--- src/design/lts_pkg.sv ---
// ----------------------------------------------------------------------------
// lts_pkg
// Shared constants and types for the lap time statistics block.
// ----------------------------------------------------------------------------
`timescale 1ns / 1ps

package lts_pkg;

  // Lap and statistics sizing.
  localparam int LAP_BITS = 32;
  localparam int LAP_W    = 32;
  localparam int CNT_W    = 16;
  localparam int US_W     = 23;
  localparam int DEV_W    = 31;

  localparam logic [LAP_W-1:0] LAP_MASK = LAP_W'((64'd1 << LAP_BITS) - 64'd1);
  localparam logic [CNT_W-1:0] MAX_LAPS = 16'd65535;
  localparam logic [CNT_W-1:0] MIN_FOR_DEV = 16'd2;
  localparam logic [15:0] NS_PER_US = 16'd1000;
  localparam logic [DEV_W-1:0] DEV_MAX = '1;

  // Divider sizing: 64-bit dividend, 16-bit divisor, two quotient bits per cycle.
  localparam int DVD_W  = 64;
  localparam int DVS_W  = 16;
  localparam int PAIR_W = 6;

  // Quotient bit pairs needed for each dividend width.
  localparam logic [PAIR_W-1:0] PAIRS_32 = 6'd16;
  localparam logic [PAIR_W-1:0] PAIRS_48 = 6'd24;
  localparam logic [PAIR_W-1:0] PAIRS_64 = 6'd32;

  typedef struct packed {
    logic              start;
    logic [PAIR_W-1:0] pairs;
  } div_req_t;

endpackage

--- src/design/lts_div.sv ---
// ----------------------------------------------------------------------------
// lts_div
// Shared restoring divider, two quotient bits per cycle.
// ----------------------------------------------------------------------------
`timescale 1ns / 1ps

module lts_div
  import lts_pkg::*;
(
  input  logic             clk,
  input  logic             rst,
  input  div_req_t         req,
  input  logic [DVD_W-1:0] dividend,
  input  logic [DVS_W-1:0] divisor,
  output logic [DVD_W-1:0] quo,
  output logic [DVS_W-1:0] rmd,
  output logic             done
);

  logic              busy;
  logic [PAIR_W-1:0] cnt;
  logic [DVD_W-1:0]  dvd;
  logic [DVS_W-1:0]  dvs;
  logic [DVD_W-1:0]  align;

  logic [DVS_W:0]    t1, t2;
  logic              ge1, ge2;
  logic [DVS_W-1:0]  r1, r2;

  // The dividend is left-aligned so that its top bit is taken first.
  assign align = dividend << {6'(6'd32 - req.pairs), 1'b0};

  always_comb begin
    t1  = {rmd, dvd[DVD_W-1]};
    ge1 = (t1 >= {1'b0, dvs});
    r1  = ge1 ? DVS_W'(t1 - {1'b0, dvs}) : t1[DVS_W-1:0];
    t2  = {r1, dvd[DVD_W-2]};
    ge2 = (t2 >= {1'b0, dvs});
    r2  = ge2 ? DVS_W'(t2 - {1'b0, dvs}) : t2[DVS_W-1:0];
  end

  always_ff @(posedge clk) begin
    if (rst) begin
      busy <= 1'b0;
      done <= 1'b0;
      cnt  <= '0;
    end else begin
      done <= 1'b0;
      if (req.start) begin
        busy <= 1'b1;
        cnt  <= req.pairs;
      end else if (busy) begin
        cnt <= cnt - 1'b1;
        if (cnt == 6'd1) begin
          busy <= 1'b0;
          done <= 1'b1;
        end
      end
    end
  end

  always_ff @(posedge clk) begin
    if (req.start) begin
      dvd <= align;
      dvs <= divisor;
      quo <= '0;
      rmd <= '0;
    end else if (busy) begin
      dvd <= {dvd[DVD_W-3:0], 2'b00};
      quo <= {quo[DVD_W-3:0], ge1, ge2};
      rmd <= r2;
    end
  end

endmodule

--- src/design/lts_mul.sv ---
// ----------------------------------------------------------------------------
// lts_mul
// Shared 24 x 24 unsigned multiplier with a registered product.
// ----------------------------------------------------------------------------
`timescale 1ns / 1ps

module lts_mul
  import lts_pkg::*;
(
  input  logic        clk,
  input  logic [23:0] a,
  input  logic [23:0] b,
  output logic [47:0] p
);

  always_ff @(posedge clk) begin
    p <= a * b;
  end

endmodule

--- src/design/lts_sqrt.sv ---
// ----------------------------------------------------------------------------
// lts_sqrt
// Integer square root of a 64-bit value, one root bit per cycle.
// ----------------------------------------------------------------------------
`timescale 1ns / 1ps

module lts_sqrt
  import lts_pkg::*;
(
  input  logic        clk,
  input  logic        rst,
  input  logic        start,
  input  logic [63:0] radicand,
  output logic [31:0] root,
  output logic        done
);

  logic        busy;
  logic [5:0]  cnt;
  logic [63:0] rad;
  logic [33:0] rem;
  logic [35:0] rem_try;
  logic [35:0] trial;
  logic        ge;
  logic [35:0] rem_new;

  always_comb begin
    rem_try = {rem, rad[63:62]};
    trial   = {2'b00, root, 2'b01};
    ge      = (rem_try >= trial);
    rem_new = ge ? (rem_try - trial) : rem_try;
  end

  always_ff @(posedge clk) begin
    if (rst) begin
      busy <= 1'b0;
      done <= 1'b0;
      cnt  <= '0;
    end else begin
      done <= 1'b0;
      if (start) begin
        busy <= 1'b1;
        cnt  <= 6'd32;
      end else if (busy) begin
        cnt <= cnt - 1'b1;
        if (cnt == 6'd1) begin
          busy <= 1'b0;
          done <= 1'b1;
        end
      end
    end
  end

  always_ff @(posedge clk) begin
    if (start) begin
      rad  <= radicand;
      rem  <= '0;
      root <= '0;
    end else if (busy) begin
      rad  <= {rad[61:0], 2'b00};
      rem  <= rem_new[33:0];
      root <= {root[30:0], ge};
    end
  end

endmodule

--- src/design/lap_time_statistics_core.sv ---
// ----------------------------------------------------------------------------
// lap_time_statistics_core
// Running count, min, max, mean and sample standard deviation of lap times.
//
// Each input request carries one lap duration in ns. Unless the lap count
// has reached its limit, the lap is added to the running sums; otherwise it
// is dropped and the sticky overflowed flag is set. Every request yields one
// result with the count, truncated mean in ns and whole us, shortest and
// longest lap, and the sample deviation in us with 8 fraction bits.
// The next request can be taken in the cycle after the result is loaded. Fewer
// than two laps, a dropped lap or a saturated variance skip steps. The work
// is done by the shared divider, which yields two quotient bits per cycle
// over five divisions, and by the square root unit, one bit per cycle.
// in_stall is high for the whole computation, so one request is in work at
// a time. The result sits in an output register: a new request is taken
// while it waits, and a finished result waits for out_stall to drop.
// Reset clears the statistics (shortest starts at all ones) and the flag.
// ----------------------------------------------------------------------------
`timescale 1ns / 1ps

module lap_time_statistics_core
  import lts_pkg::*;
(
  input  logic             clk,
  input  logic             rst,
  input  logic             in_valid,
  output logic             in_stall,
  input  logic [LAP_W-1:0] lap_ns,
  output logic             out_valid,
  input  logic             out_stall,
  output logic [CNT_W-1:0] lap_total,
  output logic [31:0]      mean_ns,
  output logic [US_W-1:0]  mean_us,
  output logic [31:0]      shortest_ns,
  output logic [31:0]      longest_ns,
  output logic [DEV_W-1:0] deviation_us_q8,
  output logic             overflowed
);

  typedef enum logic [18:0] {
    S_IDLE      = 19'h00001,
    S_US_GO     = 19'h00002,
    S_US_WAIT   = 19'h00004,
    S_UPDATE    = 19'h00008,
    S_MEAN_GO   = 19'h00010,
    S_MEAN_WAIT = 19'h00020,
    S_MUS_GO    = 19'h00040,
    S_MUS_WAIT  = 19'h00080,
    S_NM        = 19'h00100,
    S_MU        = 19'h00200,
    S_C0        = 19'h00400,
    S_C1        = 19'h00800,
    S_C2        = 19'h01000,
    S_C3        = 19'h02000,
    S_VQ_GO     = 19'h04000,
    S_VQ_WAIT   = 19'h08000,
    S_VR_WAIT   = 19'h10000,
    S_RT_WAIT   = 19'h20000,
    S_FIN       = 19'h40000
  } state_t;

  state_t state, state_next;

  // Running statistics.
  logic [CNT_W-1:0] tally;
  logic [47:0]      sum_ns;
  logic [38:0]      sum_us;
  logic [60:0]      sum_sq;
  logic [31:0]      min_seen;
  logic [31:0]      max_seen;
  logic             drop_flag;

  // Per-request working registers.
  logic [LAP_W-1:0] lap;
  logic [31:0]      avg_ns;
  logic [US_W-1:0]  avg_us;
  logic [63:0]      u;
  logic [63:0]      acc;
  logic [63:0]      vq;
  logic [DEV_W-1:0] dev;

  // Shared units.
  div_req_t         div_req;
  logic [DVD_W-1:0] div_dvd;
  logic [DVS_W-1:0] div_dvs;
  logic [DVD_W-1:0] div_q;
  logic [DVS_W-1:0] div_r;
  logic             div_done;
  logic [23:0]      mul_a, mul_b;
  logic [47:0]      mul_p;
  logic             rt_start;
  logic [31:0]      rt_root;
  logic             rt_done;
  logic [US_W-1:0]  us;

  logic in_take;
  logic out_free;

  assign in_stall = (state != S_IDLE);
  assign in_take  = in_valid && !in_stall;
  assign out_free = !out_valid || !out_stall;
  assign us       = div_q[US_W-1:0];
  assign rt_start = (state == S_VR_WAIT) && div_done && (vq[63:48] == '0);

  lts_div u_div (
    .clk      (clk),
    .rst      (rst),
    .req      (div_req),
    .dividend (div_dvd),
    .divisor  (div_dvs),
    .quo      (div_q),
    .rmd      (div_r),
    .done     (div_done)
  );

  lts_mul u_mul (
    .clk (clk),
    .a   (mul_a),
    .b   (mul_b),
    .p   (mul_p)
  );

  lts_sqrt u_sqrt (
    .clk      (clk),
    .rst      (rst),
    .start    (rt_start),
    .radicand ({vq[47:0], div_q[15:0]}),
    .root     (rt_root),
    .done     (rt_done)
  );

  // Divider requests.
  always_comb begin
    div_req.start = 1'b0;
    div_req.pairs = PAIRS_32;
    div_dvd       = '0;
    div_dvs       = NS_PER_US;
    unique case (state)
      S_US_GO: begin
        div_req.start = (tally < MAX_LAPS);
        div_dvd       = {32'b0, lap};
      end
      S_MEAN_GO: begin
        div_req.start = (tally != '0);
        div_req.pairs = PAIRS_48;
        div_dvd       = {16'b0, sum_ns};
        div_dvs       = tally;
      end
      S_MUS_GO: begin
        div_req.start = 1'b1;
        div_dvd       = {32'b0, avg_ns};
      end
      S_VQ_GO: begin
        div_req.start = 1'b1;
        div_req.pairs = PAIRS_64;
        div_dvd       = acc;
        div_dvs       = tally - 1'b1;
      end
      S_VQ_WAIT: begin
        // Fraction bits of the variance: remainder scaled by 2^16 over n-1.
        div_req.start = div_done;
        div_dvd       = {16'b0, div_r, 16'b0};
        div_dvs       = tally - 1'b1;
      end
      default: ;
    endcase
  end

  // Multiplier operands; the product is registered.
  always_comb begin
    mul_a = '0;
    mul_b = '0;
    unique case (state) inside
      S_US_WAIT, S_UPDATE: begin
        mul_a = {1'b0, us};
        mul_b = {1'b0, us};
      end
      S_NM: begin
        mul_a = {8'b0, tally};
        mul_b = {1'b0, avg_us};
      end
      S_C0: begin
        mul_a = {1'b0, avg_us};
        mul_b = u[23:0];
      end
      S_C1: begin
        mul_a = {1'b0, avg_us};
        mul_b = u[47:24];
      end
      S_C2: begin
        mul_a = {1'b0, avg_us};
        mul_b = {8'b0, u[63:48]};
      end
      default: ;
    endcase
  end

  always_comb begin
    state_next = state;
    unique case (state)
      S_IDLE:      if (in_take) state_next = S_US_GO;
      // A lap beyond the count limit skips the update and goes straight to the mean.
      S_US_GO:     state_next = (tally >= MAX_LAPS) ? S_MEAN_GO : S_US_WAIT;
      S_US_WAIT:   if (div_done) state_next = S_UPDATE;
      S_UPDATE:    state_next = S_MEAN_GO;
      S_MEAN_GO:   state_next = (tally == '0) ? S_FIN : S_MEAN_WAIT;
      S_MEAN_WAIT: if (div_done) state_next = S_MUS_GO;
      S_MUS_GO:    state_next = S_MUS_WAIT;
      S_MUS_WAIT: begin
        if (div_done) state_next = (tally < MIN_FOR_DEV) ? S_FIN : S_NM;
      end
      S_NM:        state_next = S_MU;
      S_MU:        state_next = S_C0;
      S_C0:        state_next = S_C1;
      S_C1:        state_next = S_C2;
      S_C2:        state_next = S_C3;
      S_C3:        state_next = S_VQ_GO;
      S_VQ_GO:     state_next = S_VQ_WAIT;
      S_VQ_WAIT:   if (div_done) state_next = S_VR_WAIT;
      S_VR_WAIT: begin
        if (div_done) state_next = rt_start ? S_RT_WAIT : S_FIN;
      end
      S_RT_WAIT:   if (rt_done) state_next = S_FIN;
      S_FIN:       if (out_free) state_next = S_IDLE;
      default:     state_next = S_IDLE;
    endcase
  end

  // Control state and running statistics.
  always_ff @(posedge clk) begin
    if (rst) begin
      state     <= S_IDLE;
      tally     <= '0;
      sum_ns    <= '0;
      sum_us    <= '0;
      sum_sq    <= '0;
      min_seen  <= '1;
      max_seen  <= '0;
      drop_flag <= 1'b0;
      out_valid <= 1'b0;
    end else begin
      state <= state_next;
      if (state == S_UPDATE) begin
        tally  <= tally + 1'b1;
        sum_ns <= sum_ns + {16'b0, lap};
        sum_us <= sum_us + {16'b0, us};
        sum_sq <= sum_sq + {15'b0, mul_p[45:0]};
        if (lap < min_seen) min_seen <= lap;
        if (lap > max_seen) max_seen <= lap;
      end
      if (state == S_US_GO && tally >= MAX_LAPS) drop_flag <= 1'b1;
      if (state == S_FIN && out_free) begin
        out_valid <= 1'b1;
      end else if (out_valid && !out_stall) begin
        out_valid <= 1'b0;
      end
    end
  end

  always_ff @(posedge clk) begin
    if (in_take) lap <= lap_ns & LAP_MASK;
  end

  always_ff @(posedge clk) begin
    unique case (state)
      S_MEAN_GO: begin
        avg_ns <= '0;
        avg_us <= '0;
        dev    <= '0;
      end
      S_MEAN_WAIT: if (div_done) avg_ns <= div_q[31:0];
      S_MUS_WAIT:  if (div_done) avg_us <= div_q[US_W-1:0];
      // Sum of squared deviations: sum_sq - m * (2 * sum_us - n * m), modulo 2^64.
      S_MU: begin
        u   <= {24'b0, sum_us, 1'b0} - {16'b0, mul_p};
        acc <= {3'b0, sum_sq};
      end
      S_C1: acc <= acc - {16'b0, mul_p};
      S_C2: acc <= acc - {mul_p[39:0], 24'b0};
      S_C3: acc <= acc - {mul_p[15:0], 48'b0};
      S_VQ_WAIT: if (div_done) vq <= div_q;
      S_VR_WAIT: if (div_done && !rt_start) dev <= DEV_MAX;
      S_RT_WAIT: begin
        if (rt_done) dev <= rt_root[31] ? DEV_MAX : rt_root[DEV_W-1:0];
      end
      default: ;
    endcase
  end

  always_ff @(posedge clk) begin
    if (state == S_FIN && out_free) begin
      lap_total       <= tally;
      mean_ns         <= avg_ns;
      mean_us         <= avg_us;
      shortest_ns     <= (tally == '0) ? '0 : min_seen;
      longest_ns      <= (tally == '0) ? '0 : max_seen;
      deviation_us_q8 <= dev;
      overflowed      <= drop_flag;
    end
  end

endmodule

--- config.mk ---
export PLATFORM = sky130hd
export DESIGN_NAME = lap_time_statistics_core
export DESIGN_NICKNAME = d
export VERILOG_FILES = /design/src/design/lts_pkg.sv /design/src/design/lts_div.sv /design/src/design/lts_mul.sv /design/src/design/lts_sqrt.sv /design/src/design/lap_time_statistics_core.sv
export SDC_FILE = /design/constraint.sdc
export NUM_CORES = 2
export LEC_CHECK = 0
export BUFFER_PORTS_ARGS = -buffer_cell sky130_fd_sc_hd__buf_2
export CAP_MARGIN = 20
export CORE_MARGIN = 4
export CORE_UTILIZATION = 30
export DETAILED_ROUTE_END_ITERATION = 8
export PLACE_DENSITY_LB_ADDON = 0.12
export SLEW_MARGIN = 0
export SYNTH_ARGS = -nofsm -noshare
export SYNTH_HDL_FRONTEND = slang
export SYNTH_HIERARCHICAL = 1
export SYNTH_SLANG_ARGS = --single-unit
--- constraint.sdc ---
create_clock -name clk -period 13.1 [get_ports clk]
set_input_delay 2.62 -clock clk [delete_from_list [all_inputs] [get_ports clk]]
set_output_delay 2.62 -clock clk [all_outputs]
set_load 0.01 [all_outputs]
==> key figures <==
Place
  • Routability cong.: 0.909
  • IO Port Bufs: 204
  • Cell Count Post-Placement: 12.0k
  • Dpl hpwl: 227000 µm

Setup path
  • Critical path's slowest cell: nand2_1
  • CP Max Fanout: 24
  • RR Startpoint: state[2]
  • Worst Path Arrival: 11.08 ns
  • Crit path from: state[2]
  • CP peak stage delay: 0.84 ns
  • Worst setup SP type: register
  • Critical Path End Type: register
  • R2r setup slk: 2.73 ns
  • Crit path kind: reg2reg
  • Crit-path leading delay family: simple AND/OR/NAND/NOR gates
  • Worst Path Required: 13.81 ns
  • Capturing point of the worst reg2reg path: u_mul/p[42]
  • R2R cell count: 30
  • Most used cell along the critical path: fa_1
  • Buffer and inverter count on the worst path: 6

Clock tree
  • CTS tree: yes
  • Clock root cell: clkbuf_16
  • Clk sinks: 1065
  • Post-CTS Setup Repair Bufs: 0
  • Worst-skew pair later-pin latency: 0.85 ns
  • Worst-path clk slew: 0.06 ns
  • Clock buffer depth: 3
  • H-Tree Level Count: 4
  • Cts repair resizes: 0
  • Hold Buf Count CTS: 0
  • Num CTS Buffers: 134

Global routing
  • GRT Overall Usage: 0.209
  • Vias in the first global route: 64.1k
  • GRT overflow: 0
  • Antenna violations before repair: 27
  • First-pass GRT wire length: 437000 µm
  • Largest net degree at the start of global routing: 80

Routing
  • Vias per cell: 5.22
  • DRC violations left: 0
  • Post-Route WL: 297000 µm
  • Number of routed nets with antenna violations: 0
  • Vias post-DR: 64.2k
  • Post-DR wirelength/cell: 24.2 µm
  • DRT Pass-1 Iters: 9
  • First DRT Iteration DRCs: 5350

STA
  • FMAX: 96.4 MHz
  • TNS Setup: 0 ns
  • Setup violators final: 0
  • Number of max-slew violations in the final report: 0
  • Tmin final: 10.37 ns
  • Final hold vios: 0
  • Worst-Margin Slew: 1.18 ns
  • Max Clock Skew: 0.0822 ns
  • Unrepaired setup endpoints after global routing: no
  • Tcrit/Tclk final: 0.792
  • Slew Limit Headroom: 0.211

Floorplan
  • I/O pin count: 205
  • Die Y: 528 µm
  • Initial Utilization: 0.302
  • Die ar.: 278000 µm²
  • Cell Rows: 190
  • Die Span X: 528 µm
  • Core box area: 268000 µm²

Min path
  • Hold path depth: 0
  • Hold EP: deviation_us_q8[16]
  • Hold path start: dev[16]
  • Hold Path Class: reg2reg

Yosys
  • Synth Cell Area: 81000 µm²
  • Register area share after synthesis: 0.338
  • Yosys Warn Count: 6
  • Main synth FF type: edfxtp_1
  • Synth unique cells: 123
  • Post-Syn Instances: 8564
  • FF+latch count, synth: 1065
  • Synthesized area per cell: 9.46 µm²
  • EDFF count, synth: 606
  • Post-synthesis async set-or-reset flop share: 0

Layout
  • Final-layout fill cell count: 27.4k
  • Final net count: 9706
  • Fraction of layout cells with a size suffix above 1: 0.0877
  • Most frequent cells in the layout: 938 x nand2_1, 864 x inv_1, 606 x edfxtp_1
  • Final Non-Filler Cells: 12.3k
  • Synth-to-Final Area Change: 12.1%
  • Commonest non-fill, non-tap cell in the layout: nand2_1

Pwr
  • Pwr/cell area: 108 nW/µm²
  • Pleak: 0.0374 µW
  • Worst VDD drop: 0.139 mV

Status
  • Status: complete, no violations

Job
  • Max cap viols: 0
-- layout make-up --
cell class / instances / area (µm²) / share of cell area
Antenna cell: 8 / 20.0 / 0.000220
Clock buffer: 182 / 3760 / 0.0414
Clock inverter: 65 / 823 / 0.00907
Inverter: 871 / 3270 / 0.0360
Multi-Input combinational cell: 6207 / 48800 / 0.538
Sequential cell: 1065 / 27400 / 0.302
Tap cell: 3552 / 4440 / 0.0489
Timing Repair Buffer: 347 / 2250 / 0.0248
-- cells in the mapped netlist (24+ instances only) --
cell	instances	area share
nand2b_1	56	0.0043
o21a_1	87	0.0081
nor3_1	101	0.0062
a221oi_1	26	0.0028
mux2_2	74	0.010
mux2i_1	205	0.025
o2bb2ai_1	34	0.0037
or3_1	46	0.0036
and2_1	465	0.036
a21o_1	195	0.018
nand4_1	84	0.0065
edfxtp_1	606	0.22
o21ai_0	289	0.018
inv_1	867	0.040
xnor2_1	223	0.024
o211ai_1	60	0.0056
buf_1	34	0.0016
clkbuf_1	367	0.017
a22o_1	28	0.0030
o221ai_1	29	0.0031
nand2_1	939	0.044
ha_1	553	0.085
nand3_1	112	0.0069
a22oi_1	56	0.0052
and3_1	47	0.0036
nor2_1	557	0.026
xor2_1	139	0.015
dfxtp_1	459	0.11
a21oi_1	538	0.033
o21bai_1	53	0.0049
o31ai_1	24	0.0022
fa_1	491	0.12
nor2b_1	57	0.0044
a31oi_1	58	0.0045
a222oi_1	57	0.0070
a211oi_1	86	0.0080
nor4_1	34	0.0026
mux4_2	28	0.0078
-- cell families after synthesis --
kind of cell               after synthesis  synth area share
adders and majority gates             1044             0.207
DFF                                   1065             0.338
muxes                                  312            0.0442
and+or+nand+nor                       2623             0.156
other                                    1         0.0000463
AOI/OAI and AO/OA                     1851             0.154
buffers and inverters                 1306            0.0616
xor gates and xnor gates               362            0.0391
-- power by group --
| part | leakage, µW | switching, µW | internal (µW) | total, µW |
|---|---|---|---|---|
| sequential | 0.00905 | 187 | 3690 | 3870 |
| combinational | 0.0261 | 1240 | 748 | 1990 |
| clock | 0.00224 | 1610 | 2290 | 3900 |
| total | 0.0374 | 3040 | 6730 | 9760 |
-- how the worst max path moves through the flow --
stage | endpoint | slack [ns] | cells after the start
2_1_floorplan | deviation_us_q8[0] | 1.69 | 1
3_3_place_gp | u_mul/p[46] | 2.99 | 32
3_5_place_dp | u_mul/p[42] | 2.85 | 30
4_1_cts | u_mul/p[42] | 2.79 | 30
5_1_grt | u_mul/p[42] | 2.03 | 30
6_report | u_mul/p[42] | 2.73 | 30
-- state kept, by name (all words and copies together) (netlist names), 34 cells and up --
signal and count:
u_div/quo 64, u_sqrt/rad 64, u_mul/p 48, acc 64, sum_sq 61, u_div/dvd 64
u 49, sum_ns 48, u_sqrt/rem 34, sum_us 39, vq 64
-- through the flow --
| step | total power (µW) | util | hold slack, ns | worst slack [ns] | cell area, µm² |
|---|---|---|---|---|---|
| final | 9760 | 0.338 | 0.417 | 2.73 | 90800 |
| after global routing | 10200 | 0.338 | 0.423 | 2.03 | 90800 |
| after CTS | 9860 | 0.338 | 0.419 | 2.79 | 90700 |
| after detailed placement | 5890 | 0.321 | 0.405 | 2.85 | 86100 |
| after global placement | 5890 | 0.320 | 0.401 | 2.99 | 86000 |
| after floorplan | 5290 | - | 0.400 | 1.69 | 81100 |
-- metal layers --
metal,track usage,up-vias,share of wire
met1,0.281,32100,0.45
li1,-,29900,-
met3,0.0297,357,0.053
met2,0.341,1817,0.46
met5,0,-,0.000044
met4,0.0731,2,0.037
Power figures use the tool's default switching activity.
